## config.mk

```make
export PLATFORM = sky130hd
export DESIGN_NAME = pwm_capture_event_sequencer
export DESIGN_NICKNAME = d
export VERILOG_FILES = /design/src/hdl/pces_pkg.sv /design/src/hdl/pces_core.sv /design/src/hdl/pwm_capture_event_sequencer.sv
export SDC_FILE = /design/constraint.sdc
export NUM_CORES = 1
export LEC_CHECK = 0
export BUFFER_PORTS_ARGS = -buffer_cell sky130_fd_sc_hd__buf_2
export CAP_MARGIN = 0
export CORE_UTILIZATION = 35
export CTS_BUF_LIST = sky130_fd_sc_hd__clkbuf_8
export DETAILED_ROUTE_END_ITERATION = 8
export SYNTH_ARGS = -nofsm -noshare
export SYNTH_HDL_FRONTEND = slang
export SYNTH_SLANG_ARGS = --single-unit
export TNS_END_PERCENT = 1
```

## constraint.sdc

```tcl
create_clock -name clk -period 6.3 [get_ports clk]
set_input_delay 0 -clock clk [delete_from_list [all_inputs] [get_ports clk]]
set_output_delay 0 -clock clk [all_outputs]
set_load 0.02 [all_outputs]
```

## src/hdl/pces_pkg.sv

```systemverilog
package pces_pkg;

  localparam int DATA_W            = 32;
  localparam int COUNTER_WIDTH_DEF = 32;
  localparam int NUM_CH            = 4;
  localparam logic [1:0] SKIP_COUNT = 2'd2;

  typedef enum logic [1:0] {
    REQ_START = 2'd0,
    REQ_STOP  = 2'd1,
    REQ_EVENT = 2'd2
  } req_t;

  typedef enum logic [1:0] {
    ST_OK          = 2'd0,
    ST_OVERFLOW    = 2'd1,
    ST_BUSY        = 2'd2,
    ST_BAD_CHANNEL = 2'd3
  } status_t;

  typedef enum logic [1:0] {
    PH_IDLE        = 2'd0,
    PH_WAIT_UPDATE = 2'd1,
    PH_WAIT_START  = 2'd2,
    PH_WAIT_END    = 2'd3
  } phase_t;

  typedef enum logic [1:0] {
    CFG_FOUR_CHANNEL = 2'd0,
    CFG_CONTINUOUS   = 2'd1,
    CFG_PERIOD_EN    = 2'd2,
    CFG_PULSE_EN     = 2'd3
  } cfg_idx_t;

  typedef struct packed {
    logic four_channel_mode;
    logic continuous_mode;
    logic report_period_enable;
    logic report_pulse_enable;
  } cfg_t;

  typedef struct packed {
    logic [1:0]                    req_type;
    logic [2:0]                    channel_sel;
    logic                          overflow_flag;
    logic [NUM_CH-1:0]             capture_flags;
    logic [NUM_CH-1:0][DATA_W-1:0] capture_value;
  } item_t;

  typedef struct packed {
    logic              report_valid;
    logic [2:0]        report_channel;
    logic [DATA_W-1:0] period_value;
    logic [DATA_W-1:0] pulse_value;
    logic [1:0]        status_code;
    logic              capture_armed;
    logic              update_request;
  } result_t;

  // complementary channel: 1<->2, 3<->4
  function automatic logic [2:0] partner_of(input logic [2:0] ch);
    logic [2:0] p;
    case (ch)
      3'd1:    p = 3'd2;
      3'd2:    p = 3'd1;
      3'd3:    p = 3'd4;
      3'd4:    p = 3'd3;
      default: p = 3'd0;
    endcase
    return p;
  endfunction

  function automatic logic ch_in_range(input logic [2:0] ch);
    return (ch >= 3'd1) && (ch <= 3'(NUM_CH));
  endfunction

  function automatic logic flag_of(input logic [2:0] ch, input logic [NUM_CH-1:0] flags);
    logic [1:0] idx;
    idx = 2'(ch - 3'd1);
    return ch_in_range(ch) && flags[idx];
  endfunction

endpackage

```

## src/hdl/pces_core.sv

```systemverilog
module pces_core #(
  parameter int COUNTER_WIDTH = pces_pkg::COUNTER_WIDTH_DEF
) (
  input  logic             clk,
  input  logic             rst,
  input  logic             en,
  input  pces_pkg::cfg_t   cfg,
  input  pces_pkg::item_t  item,
  output pces_pkg::result_t res
);
  import pces_pkg::*;

  logic                     armed, armed_next;
  logic [2:0]               active_channel, active_channel_next;
  phase_t                   phase, phase_next;
  logic [1:0]               skip_left, skip_left_next;
  logic                     overflow_seen, overflow_seen_next;
  logic [COUNTER_WIDTH-1:0] period_hold, period_hold_next;
  logic [COUNTER_WIDTH-1:0] pulse_hold, pulse_hold_next;

  logic [2:0]               ch_part;
  logic [1:0]               idx_act, idx_part;
  logic                     flag_act, flag_part;
  logic [COUNTER_WIDTH-1:0] val_act, val_part;

  assign ch_part   = partner_of(active_channel);
  assign idx_act   = 2'(active_channel - 3'd1);
  assign idx_part  = 2'(ch_part - 3'd1);
  assign flag_act  = flag_of(active_channel, item.capture_flags);
  assign flag_part = flag_of(ch_part, item.capture_flags);
  assign val_act   = ch_in_range(active_channel) ?
                     item.capture_value[idx_act][COUNTER_WIDTH-1:0] : '0;
  assign val_part  = ch_in_range(ch_part) ?
                     item.capture_value[idx_part][COUNTER_WIDTH-1:0] : '0;

  always_comb begin
    logic ch_ok;
    logic report;
    armed_next          = armed;
    active_channel_next = active_channel;
    phase_next          = phase;
    skip_left_next      = skip_left;
    overflow_seen_next  = overflow_seen;
    period_hold_next    = period_hold;
    pulse_hold_next     = pulse_hold;
    report              = 1'b0;
    res                 = '0;
    res.report_channel  = active_channel;
    ch_ok = cfg.four_channel_mode ? ch_in_range(item.channel_sel) :
            (item.channel_sel == 3'd1 || item.channel_sel == 3'd2);

    case (item.req_type) inside
      REQ_START, REQ_STOP: begin
        res.report_channel = item.channel_sel;
        if (!ch_ok) begin
          res.status_code = ST_BAD_CHANNEL;
        end else if (item.req_type == REQ_STOP) begin
          armed_next = 1'b0;
          phase_next = PH_IDLE;
        end else if (armed) begin
          res.status_code = ST_BUSY;
        end else begin
          armed_next          = 1'b1;
          active_channel_next = item.channel_sel;
          phase_next          = PH_WAIT_START;
          skip_left_next      = cfg.four_channel_mode ? 2'd0 : SKIP_COUNT;
          overflow_seen_next  = 1'b0;
          res.update_request  = 1'b1;
        end
      end
      REQ_EVENT: begin
        if (armed) begin
          if (skip_left != 2'd0) begin
            if (item.capture_flags != '0) skip_left_next = skip_left - 2'd1;
          end else begin
            report = 1'b1;
            if (item.overflow_flag) begin
              if (cfg.four_channel_mode && phase == PH_WAIT_UPDATE) phase_next = PH_WAIT_END;
              else overflow_seen_next = 1'b1;
            end
            if (!cfg.four_channel_mode) begin
              if (flag_act || flag_part) begin
                period_hold_next = val_act;
                pulse_hold_next  = val_part;
              end
            end else begin
              if (phase_next == PH_WAIT_START && flag_act) begin
                phase_next         = PH_WAIT_UPDATE;
                res.update_request = 1'b1;
              end else if ((phase_next == PH_WAIT_UPDATE || phase_next == PH_WAIT_END)
                           && flag_act) begin
                phase_next       = PH_IDLE;
                period_hold_next = val_act;
                pulse_hold_next  = val_part;
              end
              if (phase_next != PH_IDLE) report = 1'b0;
            end
          end
          if (report) begin
            res.report_valid = 1'b1;
            res.status_code  = overflow_seen_next ? ST_OVERFLOW : ST_OK;
            if (!cfg.continuous_mode) begin
              armed_next = 1'b0;
              phase_next = PH_IDLE;
            end else begin
              overflow_seen_next = 1'b0;
              phase_next         = PH_WAIT_START;
            end
            res.period_value = cfg.report_period_enable ? DATA_W'(period_hold_next) : '0;
            res.pulse_value  = cfg.report_pulse_enable ? DATA_W'(pulse_hold_next) : '0;
          end
        end
      end
      default: ;
    endcase
    res.capture_armed = armed_next;
  end

  always_ff @(posedge clk) begin
    if (rst) begin
      armed          <= 1'b0;
      active_channel <= 3'd0;
      phase          <= PH_IDLE;
      skip_left      <= 2'd0;
      overflow_seen  <= 1'b0;
      period_hold    <= '0;
      pulse_hold     <= '0;
    end else if (en) begin
      armed          <= armed_next;
      active_channel <= active_channel_next;
      phase          <= phase_next;
      skip_left      <= skip_left_next;
      overflow_seen  <= overflow_seen_next;
      period_hold    <= period_hold_next;
      pulse_hold     <= pulse_hold_next;
    end
  end

endmodule

```

## src/hdl/pwm_capture_event_sequencer.sv

```systemverilog
// PWM input-capture event sequencer.
// Input stream s_*: one word per request. tuser carries the request kind
// (start, stop, timer event); tdata carries channel, overflow flag, capture
// flags and the four captured counter values.
// Output stream m_*: exactly one word per input word, in order. tuser flags a
// capture report; tdata carries channel, period, pulse, status, armed state
// and the software update request for the timer.
// Config port cfg_*: always ready; index 0..3 selects four-channel mode,
// continuous mode, period report enable, pulse report enable. Write only
// while no word is in flight.
// Path: input register, then the state update in the core and the result
// register behind m_*. The block takes one word per cycle while m_tready
// keeps the output draining.
// Reset (rst, synchronous): capture disarmed, holds cleared, pipeline empty,
// config back to two-channel, continuous, both reports enabled.
// A stalled m_tready holds the result; the input register still takes one
// more word, then s_tready drops until the output drains.
module pwm_capture_event_sequencer #(
  parameter int COUNTER_WIDTH = pces_pkg::COUNTER_WIDTH_DEF
) (
  input  logic         clk,
  input  logic         rst,
  input  logic         s_tvalid,
  output logic         s_tready,
  input  logic [135:0] s_tdata,  // channel_sel[2:0], overflow_flag, capture_flags[3:0],
                                 // capture_value_one..four (32b each)
  input  logic [1:0]   s_tuser,  // req_type
  output logic         m_tvalid,
  input  logic         m_tready,
  output logic [71:0]  m_tdata,  // report_channel[2:0], period_value[31:0],
                                 // pulse_value[31:0], status_code[1:0],
                                 // capture_armed, update_request, zero pad
  output logic         m_tuser,  // report_valid
  input  logic         cfg_valid,
  output logic         cfg_ready,
  input  logic [1:0]   cfg_index,
  input  logic         cfg_data
);
  import pces_pkg::*;

  cfg_t    cfg;
  item_t   in_item;
  logic    in_valid;
  logic    advance;
  result_t res;
  result_t out_res;

  assign cfg_ready = 1'b1;

  always_ff @(posedge clk) begin
    if (rst) begin
      cfg <= '{four_channel_mode: 1'b0, continuous_mode: 1'b1,
               report_period_enable: 1'b1, report_pulse_enable: 1'b1};
    end else if (cfg_valid) begin
      unique case (cfg_idx_t'(cfg_index))
        CFG_FOUR_CHANNEL: cfg.four_channel_mode    <= cfg_data;
        CFG_CONTINUOUS:   cfg.continuous_mode      <= cfg_data;
        CFG_PERIOD_EN:    cfg.report_period_enable <= cfg_data;
        CFG_PULSE_EN:     cfg.report_pulse_enable  <= cfg_data;
        default: ;
      endcase
    end
  end

  assign advance  = in_valid && (!m_tvalid || m_tready);
  assign s_tready = !in_valid || advance;

  always_ff @(posedge clk) begin
    if (rst) begin
      in_valid <= 1'b0;
    end else if (s_tready) begin
      in_valid <= s_tvalid;
    end
  end

  always_ff @(posedge clk) begin
    if (s_tready && s_tvalid) begin
      in_item.req_type      <= s_tuser;
      in_item.channel_sel   <= s_tdata[2:0];
      in_item.overflow_flag <= s_tdata[3];
      in_item.capture_flags <= s_tdata[7:4];
      in_item.capture_value <= s_tdata[135:8];
    end
  end

  pces_core #(
    .COUNTER_WIDTH(COUNTER_WIDTH)
  ) u_core (
    .clk (clk),
    .rst (rst),
    .en  (advance),
    .cfg (cfg),
    .item(in_item),
    .res (res)
  );

  always_ff @(posedge clk) begin
    if (rst) begin
      m_tvalid <= 1'b0;
    end else if (advance) begin
      m_tvalid <= 1'b1;
    end else if (m_tready) begin
      m_tvalid <= 1'b0;
    end
  end

  always_ff @(posedge clk) begin
    if (advance) out_res <= res;
  end

  assign m_tuser = out_res.report_valid;
  assign m_tdata = {1'b0, out_res.update_request, out_res.capture_armed,
                    out_res.status_code, out_res.pulse_value,
                    out_res.period_value, out_res.report_channel};

`ifndef SYNTHESIS
  a_report_status: assert property (@(posedge clk) disable iff (rst)
    m_tvalid && m_tuser |-> (m_tdata[68:67] == ST_OK || m_tdata[68:67] == ST_OVERFLOW))
    else $error("report with busy or bad-channel status");

  a_update_armed: assert property (@(posedge clk) disable iff (rst)
    m_tvalid && m_tdata[70] |-> m_tdata[69])
    else $error("update request while disarmed");

  a_advance_out: assert property (@(posedge clk) disable iff (rst)
    advance |=> m_tvalid)
    else $error("processed word lost before output register");

  a_no_report_zero: assert property (@(posedge clk) disable iff (rst)
    m_tvalid && !m_tuser |-> (m_tdata[66:3] == '0))
    else $error("period or pulse nonzero without report");
`endif

endmodule

```

== Word-level counts from Yosys, hierarchy flattened ==
Index checks and enable logic that the tools add are counted.
Storage, ports and cells
  bits in registers: 289
  bits in latches: 0
  RAM bits: 0
  ROM bits: 0
  input port bits: 146
  output and inout bits: 76
  word-level logic and storage cells: 208
  memories kept: 0
Operators by class
  $add $sub $neg: 3
  multiply operators: 0
  div/mod/pow operators: 0
  $lt $le $gt $ge: 8
  equality and inequality tests: 20
  shift operators: 0
  muxes and demuxes: 102
  bitwise operators: 7
  reductions and logical operators: 40
Operator list (number)
  2-to-1 mux 32 bit: 14
  binary-select mux 32 bit (select 2 bit): 2
  2-to-1 mux 2 bit: 39
  2-to-1 mux 1 bit: 43
  nonzero test 2 bit: 7
  one-hot mux 3 bit (4 select lines): 1
  AND reduction 6 bit: 2
  OR reduction 6 bit: 2
  equality test 2 bit (second input constant): 5
  logical AND 1 bit: 10
  equality test 3 x 2 -> 1 bit (second input constant): 3
  >= comparator 3 x 1 -> 1 bit (second input constant): 3
  <= comparator 3 bit (second input constant): 3
  equality test 2 x 1 -> 1 bit (second input constant): 4
  AND reduction 2 bit: 4
  AND reduction 8 bit: 1
  inverter 1 bit: 7
  equality test 3 x 1 -> 1 bit (second input constant): 2
  < comparator 2 x 3 -> 1 bit (second input constant): 2
  != test 3 bit (second input constant): 2
  subtractor 2 x 1 -> 2 bit (second input constant): 3
  logical OR 1 bit: 5
  AND reduction 5 bit: 1
  binary-select mux 1 bit (select 2 bit): 2
  10 further kinds: 13

== Logic depth before layout (Yosys ltp) ==
Gate-level depths: netlist of run 1.
  word-level depth: 29
  depth in mapped cells: 16
  depth with buffers taken out: 9

== Hierarchy ==
A second synthesis of run 1 with hierarchy kept.
Second synthesis, totals
  cells, all modules: 1015
  area total of the unflattened synthesis: 13370.3 µm²
Modules (own cells, without submodules)
  pces_core: times used 1, cells each 774, area an instance 6774.0 µm²
  pwm_capture_event_sequencer: times used 1, cells each 241, area an instance 6596.3 µm²

== Worst setup path before layout of run 1 ==
Ideal clock, no wire load.
  path type: register -> register
  from: register u_core.active_channel[0]
  to: register out_res, in the netlist m_tdata[63], data pin
  library setup time: 0.270 ns
  arrival time: 4.575 ns
  required time: 6.030 ns
  path slack: 1.455 ns
  cell stages (with the launch flop): 16
  path buffers: 7
  period minus slack after synthesis: 4.845 ns
  path through: dfxtp_1 buf_2 buf_1 inv_1 ha_1 mux2i_2 clkbuf_1 clkbuf_1 inv_1 ha_1 buf_2 buf_2 buf_1 mux4_2 nand3_1 a21oi_1
On the way
  cells in the longest elaborated chain, start to end: 21
  elaborated cells between the ends (all ways): 46
  those cells by class: add/sub (2); order compare (4); eq/ne (4); mux (26); bitwise (1); reduce/logical (9)
Ends and longest elaborated chain
  start, declared: line pces_core.sv:14  | logic [2:0] active_channel, active_channel_next;
  start signal, assigned: line pces_core.sv:130  | active_channel <= active_channel_next;
  subtractor 2 x 1 -> 2 bit: line pces_pkg.sv:79  | idx = 2'(ch - 3'd1);
  binary-select mux 1 bit (select 2 bit): line pces_pkg.sv:80  | return ch_in_range(ch) && flags[idx];
  2-to-1 mux 1 bit (implied by the code): line pces_pkg.sv:80
  logical AND 1 bit: line pces_pkg.sv:80
  logical AND 1 bit: line pces_core.sv:91  | && flag_act) begin
  2-to-1 mux 2 bit: line pces_core.sv:90  | end else if ((phase_next == PH_WAIT_UPDATE || phase_next == PH_WAIT_END)
  2-to-1 mux 2 bit: line pces_core.sv:87  | if (phase_next == PH_WAIT_START && flag_act) begin
  2-to-1 mux 2 bit: line pces_core.sv:81  | if (!cfg.four_channel_mode) begin
  [4 not listed]
  nonzero test 2 bit: line pces_core.sv:96  | if (phase_next != PH_IDLE) report = 1'b0;
  2-to-1 mux 1 bit: line pces_core.sv:96
  2-to-1 mux 1 bit: line pces_core.sv:81
  2-to-1 mux 1 bit: line pces_core.sv:73  | if (skip_left != 2'd0) begin
  2-to-1 mux 1 bit: line pces_core.sv:72  | if (armed) begin
  2-to-1 mux 1 bit (2 in a row): line pces_core.sv:52  | case (item.req_type) inside
  inverter 1 bit (no line)
  OR reduction 6 bit (no line)
  end signal, assigned: line pwm_capture_event_sequencer.sv:108  | if (advance) out_res <= res;
  end, declared: line pwm_capture_event_sequencer.sv:46  | result_t out_res;
Parallel ways exist; a longest one is shown, timed or not. The select of a mux whose other input is x is not followed.
A chain may end at the register's enable or synchronous reset.

== Worst setup path after layout of run 1 ==
  from: register u_core.active_channel[1]
  to: register out_res, in the netlist m_tdata[12], data pin
On the way
  cells in the longest elaborated chain, start to end: 21
  elaborated cells between the ends (all ways): 46
  those cells by class: add/sub (2); order compare (4); eq/ne (4); mux (26); bitwise (1); reduce/logical (9)
Ends and longest elaborated chain (line)
  subtractor 2 x 1 -> 2 bit: pces_pkg.sv:79, pces_core.sv:27
  binary-select mux 1 bit (select 2 bit): pces_pkg.sv:80
  2-to-1 mux 1 bit (implied by the code): pces_pkg.sv:80
  logical AND 1 bit: pces_pkg.sv:80
  logical AND 1 bit: pces_core.sv:91
  2-to-1 mux 2 bit: pces_core.sv:90
  2-to-1 mux 2 bit: pces_core.sv:87
  2-to-1 mux 2 bit: pces_core.sv:81
  [4 not listed]
  nonzero test 2 bit: pces_core.sv:96
  2-to-1 mux 1 bit: pces_core.sv:96
  2-to-1 mux 1 bit: pces_core.sv:81
  2-to-1 mux 1 bit: pces_core.sv:73
  2-to-1 mux 1 bit: pces_core.sv:72
  2-to-1 mux 1 bit (2 in a row): pces_core.sv:52
  inverter 1 bit (no line)
  OR reduction 6 bit (no line)
Parallel ways exist; a longest one is shown, timed or not. The select of a mux whose other input is x is not followed.

==> results.ini, run 1 <==
[routing]
first_pass_iters = 7
vias_per_cell = 5.31
drtAntennaViolNets = 0
vias = 9504
drt_iter0_drc = 753
drc_errors = 17
wl_mm = 35.9
wire_per_inst_um = 20.1

[synth]
synth_area_leaders = edfxtp_1, dfxtp_1, mux4_2
synth-seq-cells = 289
synth_top_area_share_pct = 49.5
synth_common_cells = edfxtp_1, a21oi_1, o21ai_0, dfxtp_1, nand3_1
syn_nets = 1102
synth_warnings = 0
synth_top_area_cell = edfxtp_1
synth_cells = 949
async_reset_ff_share_pct = 0
synth.distinct_cells = 58
postSynthAreaPerCell_um2 = 13.4
synthFlopType = edfxtp_1
synth_edf_count = 210
seq_area_frac_synth_pct = 61.9
mappedNetlistArea_um2 = 12700
synth_most_common_cell = edfxtp_1

[sta]
fmax_mhz = 244
finalHoldViolations = 0
fin_hold_ws_ps = 17.0
setup_viol = 0
worstMarginPinSlew_ps = 1100
fin_crit_sh_pct = 65.1
relSlewSlack_pct = 26.9
tns_ps = 0
finalWorstSetupSlack_ps = 2200
fin_skew_ps = 38.8
rsz0062_at_grt = false
fin_crit_ps = 4100
final_max_slew_viol_count = 0

[finish]
drive_above_1_share_pct = 29.4
n_antenna_cell = 0
fin_nets = 1444
fin_area_um2 = 16700
fin_cells = 1789
utilization_pct = 46.7
syn2layout_area_growth_pct = 30.9

[clock_network]
htreeDepth = 2
clk_latency_ps = 610
cts_sinks = 289
path_clk_slew_ps = 70
post_cts_resized = 0
cts_tree = done
cts-buffers-inserted = 47
clock_tree.buffer_depth = 3
post_cts_buffers = 0
cts_root_buffer = clkbuf_8

[worst_hold_path]
whs_path_depth = 3
min_path_type = input pin to flop
holdPathEnd = u_core.active_channel[2]
worstHoldStart = rst

[pwr]
vdd_drop_max_mv = 0.197
p_total_mw = 4.30
pwr_density_cell_nw_per_um2 = 258
leakagePower_nw = 5.92

[floorplanning]
floorplan.initialDensity_pct = 35.7
core_area_um2 = 35700
die_h_um = 193
io_pins = 222
dieArea_um2 = 37200
num_rows = 69
die_x_um = 193

[global_route]
global_route.usage.total_pct = 19.3
grt_max_degree = 121
grt_antenna_before_repair = 0
grt-ovfl-total = 0
grt_pass1_wl_mm = 54.7
grt_pass1_vias = 9537

[placement]
pre_cts_slack_ps = 2240
port_buffers = 219
gp_congestion = 0.838
place_area_um2 = 14200
dp_cells = 1555
hpwl_mm = 22.2

[worst_setup_path]
slowest_delay_ps = 940
critPathSlowestCell = ha_2
crit_fanout = 120
r2r-start = u_core.active_channel[1]
crit_chain = inv_1, ha_2, mux4_2, a31oi_2, o31a_4, buf_4, or3_1, a21oi_1
crit_buf_inv = 2
start_kind = flop
r2r_setup_slack_ps = 2200
ff2ff_path_depth = 8
cp.arrival_ps = 4440
critPathCaptureType = flop
critPathTopFamily = compound AO/OA/AOI/OAI gates
required_ps = 6640
path_class = flop to flop
r2r_end = m_tdata[12]

[run_status]
violations = DRC
status = complete, but fails checks

[flow_run]
maxCapViolations = 0

final cells by class:
type | count | area (um^2)
Timing Repair Buffer | 381 | 2680
Clock buffer | 52 | 716
Sequential cell | 289 | 7890
Inverter | 12 | 46.3
Tap cell | 461 | 577
Fill cell | 3194 | 19100
Clock inverter | 34 | 317
Multi-Input combinational cell | 560 | 4460
metal layers:
layer	wire (um)	global-route usage [%]	vias to the layer above
met5	0	0	-
met1	15800	26.7	4686
met2	16500	29.7	345
met3	2530	4.27	79
met4	984	6.97	0
li1	-	-	4394
where the power goes:
part / internal, mW / switching (mW) / total, mW
combinational: 0.166 / 0.182 / 0.348
sequential: 2.12 / 0.0381 / 2.16
clock: 1.01 / 0.782 / 1.79
total: 3.30 / 1.00 / 4.30
state kept, by name (all words and copies together) (netlist names):
signal	cells
in_item	138
cfg	4
u_core.active_channel	3
m_tvalid	1
m_tuser	1
m_tdata	71
u_core.overflow_seen	1
u_core.armed	1
u_core.period_hold	32
u_core.pulse_hold	32
in_valid	1
u_core.skip_left	2
u_core.phase	2
cell usage in the layout, fill, tap and decap left out, types with 14 or more instances in the layout:
master | netlist | final
nor2_1 | 18 | 18
dfxtp_1 | 79 | 78
nand3_1 | 73 | 73
o21ai_0 | 102 | 102
inv_1 | 12 | 25
clkbuf_8 | 0 | 52
mux4_2 | 66 | 66
edfxtp_1 | 210 | 210
dlygate4sd3_1 | 0 | 148
buf_4 | 2 | 14
or3_1 | 66 | 66
buf_2 | 9 | 219
a22o_1 | 26 | 26
a21oi_1 | 111 | 111
how the worst max path moves through the flow:
stage | from | endpoint | slack, ps | cells after the start
5_1_grt | u_core.active_channel[1] | m_tdata[12] | 1930 | 8
3_5_place_dp | u_core.active_channel[1] | m_tdata[12] | 2240 | 8
2_1_floorplan | u_core.active_channel[0] | m_tdata[63] | 1450 | 15
3_3_place_gp | u_core.active_channel[1] | m_tdata[15] | 2360 | 8
4_1_cts | u_core.active_channel[1] | m_tdata[12] | 2220 | 8
6_report | u_core.active_channel[1] | m_tdata[12] | 2200 | 8
tightest hold or removal path, stage by stage:
cell,delay (ps)
buf_2,100
buf_4,310
nor2_1,160
what timing repair did:
| item | in CTS | in global routing |
|---|---|---|
| setup endpoints to repair | 0 | 0 |
| hold buffers | 148 | 0 |
| endpoints found under the hold margin | 145 | 0 |
cell families after synthesis:
kind of cell / share of synthesized area [%]
flops: 61.9
compound gates: 12.0
simple gates: 9.10
buf+inv: 3.49
mux: 12.8
fa+ha+maj: 0.687
other cells: 0.0589
xor+xnor: 0.0687
No activity file was read; power rests on OpenSTA's default activity.
==> run 2: changes to the inputs <==
Settings changed: ABC_AREA from default to 1.
Clock period 6.3 ns to 4.25 ns, I/O delays scaled along.
==> run 2 against run 1 <==
  * The run now ends clean
  * Design area up 2.9%
  * Fmax rose by 7.4%
  * Worst setup slack got worse by 1800 ps
  * Worst hold slack gained 97 ps
  * Die area up 3.6%
  * Register-to-register slack worse by 1800 ps
  * Critical path type unchanged
  * Highest routed layer unchanged
==> results.ini, run 2 <==
[clock_network]
cts_tree = done
cts_root_buffer = clkbuf_8
cts_sinks = 289  ; unchanged
clk_latency_ps = 600  ; about the same
path_clk_slew_ps = 60  ; about the same
clock_tree.buffer_depth = 3  ; unchanged
cts-buffers-inserted = 49  ; +4.3%
htreeDepth = 2  ; unchanged

[finish]
layout_common_cells = nand2_1, buf_2, edfxtp_1, nand3_1, nor2_1
fillers = 3462  ; +8.4%
drive_above_1_share_pct = 17.5  ; -12 points
syn2layout_area_growth_pct = 30.0
fin_cells = 2372  ; +33%
largest-register = in_item
n_antenna_cell = 0  ; unchanged
largest_register_ffs = 138  ; unchanged
ff_latch_area_um2 = 7890  ; unchanged
layout_commonest_cell = nand2_1
multi_input_area_um2 = 4490  ; +0.62%
fin_nets = 1980  ; +37%

[global_route]
grt_pass1_wl_mm = 62.8  ; +15%
grt-ovfl-total = 0  ; unchanged
grt_pass1_vias = 11300  ; +18%
global_route.usage.total_pct = 21.0  ; +1.6 points
grt_antenna_before_repair = 0  ; unchanged
grt_max_degree = 103  ; -15%

[floorplanning]
die_h_um = 196  ; +1.8%
num_rows = 70  ; +1.4%
floorplan.initialDensity_pct = 35.8  ; +0.15 points
core_area_um2 = 36900  ; +3.2%
dieArea_um2 = 38500  ; +3.6%
die_x_um = 196  ; +1.8%
io_pins = 222  ; unchanged

[synth]
synth-seq-cells = 289  ; unchanged
seq_area_frac_synth_pct = 59.7  ; -2.2 points
synthSimpleGateAreaFrac_pct = 24.3  ; +15 points
synth_warnings = 0  ; unchanged
synth_compound_area_share_pct = 8.86  ; -3.1 points
synthFlopType = edfxtp_1
synth.distinct_cells = 33  ; -43%
synth_area_leaders = edfxtp_1, dfxtp_1, nand2_1
synth_top_area_share_pct = 47.8  ; -1.7 points
synth_top_family_by_area = simple AND/OR/NAND/NOR gates
postSynthAreaPerCell_um2 = 8.93  ; -34%
async_reset_ff_share_pct = 0  ; unchanged
yosys-mux-area-fraction_pct = 0  ; -13 points
synth_cells = 1479  ; +56%
synth_top_area_cell = edfxtp_1
synth_xor_xnor_area_share_pct = 0.0663  ; -0.0024 points
syn_nets = 1632  ; +48%
synth_common_cells = nand2_1, edfxtp_1, nand3_1, nor2_1, a21oi_1
synth_edf_count = 210  ; unchanged
synth_fa_ha_area_share_pct = 0.663  ; -0.024 points
mappedNetlistArea_um2 = 13200  ; +3.6%
synth_most_common_cell = nand2_1

[worst_setup_path]
required_ps = 4560  ; -2080 ps
crit_start = u_core.active_channel[1]
start_kind = flop
cp.arrival_ps = 4130  ; -310 ps
crit_fanout = 64  ; -47%
r2r-start = u_core.active_channel[1]
ff2ff_path_depth = 14  ; +6
r2r_setup_slack_ps = 430  ; -1770 ps
critPathCaptureType = flop
r2r_end = m_tdata[57]
path_class = flop to flop
crit_path_end = m_tdata[57]

[routing]
wl_mm = 40.9  ; +14%
m1WireLength_mm = 19.3  ; +22%
topRoutingLayerUsed = met4
vias_per_cell = 4.94  ; -7.0%
wire_per_inst_um = 17.2  ; -14%
drc_errors = 0  ; -17
drt_iter0_drc = 1042  ; +38%
vias = 11700  ; +23%
drtAntennaViolNets = 0  ; unchanged
routed-wl-met3_mm = 2.72  ; +7.3%
first_pass_iters = 5  ; -2
dr_wl_met2_mm = 17.7  ; +7.3%

[sta]
setup_viol = 0  ; unchanged
fin_skew_ps = 30.8  ; -8.03 ps
fin_crit_sh_pct = 89.8  ; +25 points
final_max_slew_viol_count = 0  ; unchanged
fin_crit_ps = 3820  ; -283 ps
rsz0062_at_grt = false
tns_ps = 0  ; unchanged
relSlewSlack_pct = 19.3  ; -7.6 points
fmax_mhz = 262  ; +7.4%
worstMarginPinSlew_ps = 1210  ; +113 ps
finalHoldViolations = 0  ; unchanged

[worst_hold_path]
min_path_type = input pin to flop

[placement]
dp_cells = 2128  ; +37%
gp_congestion = 0.843  ; +0.50%
port_buffers = 219  ; unchanged
hpwl_mm = 26.4  ; +19%

[flow_run]
maxCapViolations = 0  ; unchanged

[pwr]
leakagePower_nw = 7.03  ; +19%
pwr_density_cell_nw_per_um2 = 369  ; +43%
vdd_drop_max_mv = 0.230  ; +17%

[run_status]
status = finished clean

-- run 2: changes by cell type after synthesis, moves of 10 or more --
cell,delta
a22o_1,-26
inv_1,+88
o21ai_0,-15
nand3_1,+136
buf_2,+23
a31oi_1,+10
or3_1,-66
nand2_1,+331
mux4_2,-66
clkbuf_1,-10
nor2_1,+167
-- run 2: per-layer routing --
| metal | track usage, % | vias to the layer above |
|---|---|---|
| met5 | 0 | - |
| met2 | 31.8 | 477 |
| met4 | 6.86 | 0 |
| li1 | - | 5685 |
| met3 | 3.28 | 90 |
| met1 | 30.4 | 5469 |
-- run 2: through the flow --
step	util [%]	total power [mW]	setup slack, ps	hold slack (ps)	area, um^2
after floorplan	-	3.60	337	98.9	13200
after global placement	39.8	3.83	585	177	14700
after detailed placement	39.8	3.83	505	178	14700
after CTS	46.6	6.39	493	65.7	17200
after global routing	46.6	6.59	109	97.3	17200
final	46.6	6.34	432	114	17200
-- run 2: cell type report --
| class | instances | share of cell area, % |
|---|---|---|
| tap | 504 | 3.67 |
| inverter | 105 | 2.31 |
| sequential | 289 | 45.9 |
| clock buffer | 57 | 4.57 |
| multi-input combinational | 990 | 26.1 |
| clock inverter | 35 | 1.06 |
| timing repair buffer | 392 | 16.3 |
-- run 2: cell families (layout without fill, tap and decap cells) --
| kind of cell | after synthesis | in the layout |
|---|---|---|
| buf+inv | 200 | 589 |
| simple gates | 760 | 760 |
| flops | 289 | 289 |
| other cells | 2 | 2 |
| xor+xnor | 1 | 1 |
| fa+ha+maj | 7 | 7 |
| compound gates | 220 | 220 |
-- run 2: how the worst min path moves through the flow --
stage                              to   startpoint  cells after the start
after floorplan            in_item[0]   s_tdata[8]                      0
after global placement    in_item[57]  s_tdata[65]                      1
after detailed placement  in_item[25]  s_tdata[33]                      1
after CTS                 in_item[44]  s_tdata[52]                      2
after global routing      in_item[44]  s_tdata[52]                      2
final                     in_item[53]  s_tdata[61]                      2
-- run 2: critical path, stage by stage (launching register included) --
cell     delay [ps]
dfxtp_1         340
inv_1           130
ha_1            160
inv_1            40
nor2_1          170
nor2_4           70
ha_1            320
buf_4           300
a21oi_1          70
o21ai_1         110
nand2_1         160
o21ai_4         670
nand2_4         620
nand2_1         260
a21oi_1          90
-- run 2: where the power goes --
| group | internal (mW) | switching, mW | total [mW] |
|---|---|---|---|
| Clock | 1.29 | 1.16 | 2.45 |
| Sequential | 3.15 | 0.0647 | 3.22 |
| Combinational | 0.260 | 0.415 | 0.675 |
| Total | 4.70 | 1.64 | 6.34 |
-- run 2: repair_timing --
| item | 4_1_cts | 5_1_grt |
|---|---|---|
| hold endpoints to repair | 145 | 0 |
| hold buffers | 152 | 0 |
| buffers inserted | 0 | 0 |
| gates resized for setup | 0 | 0 |
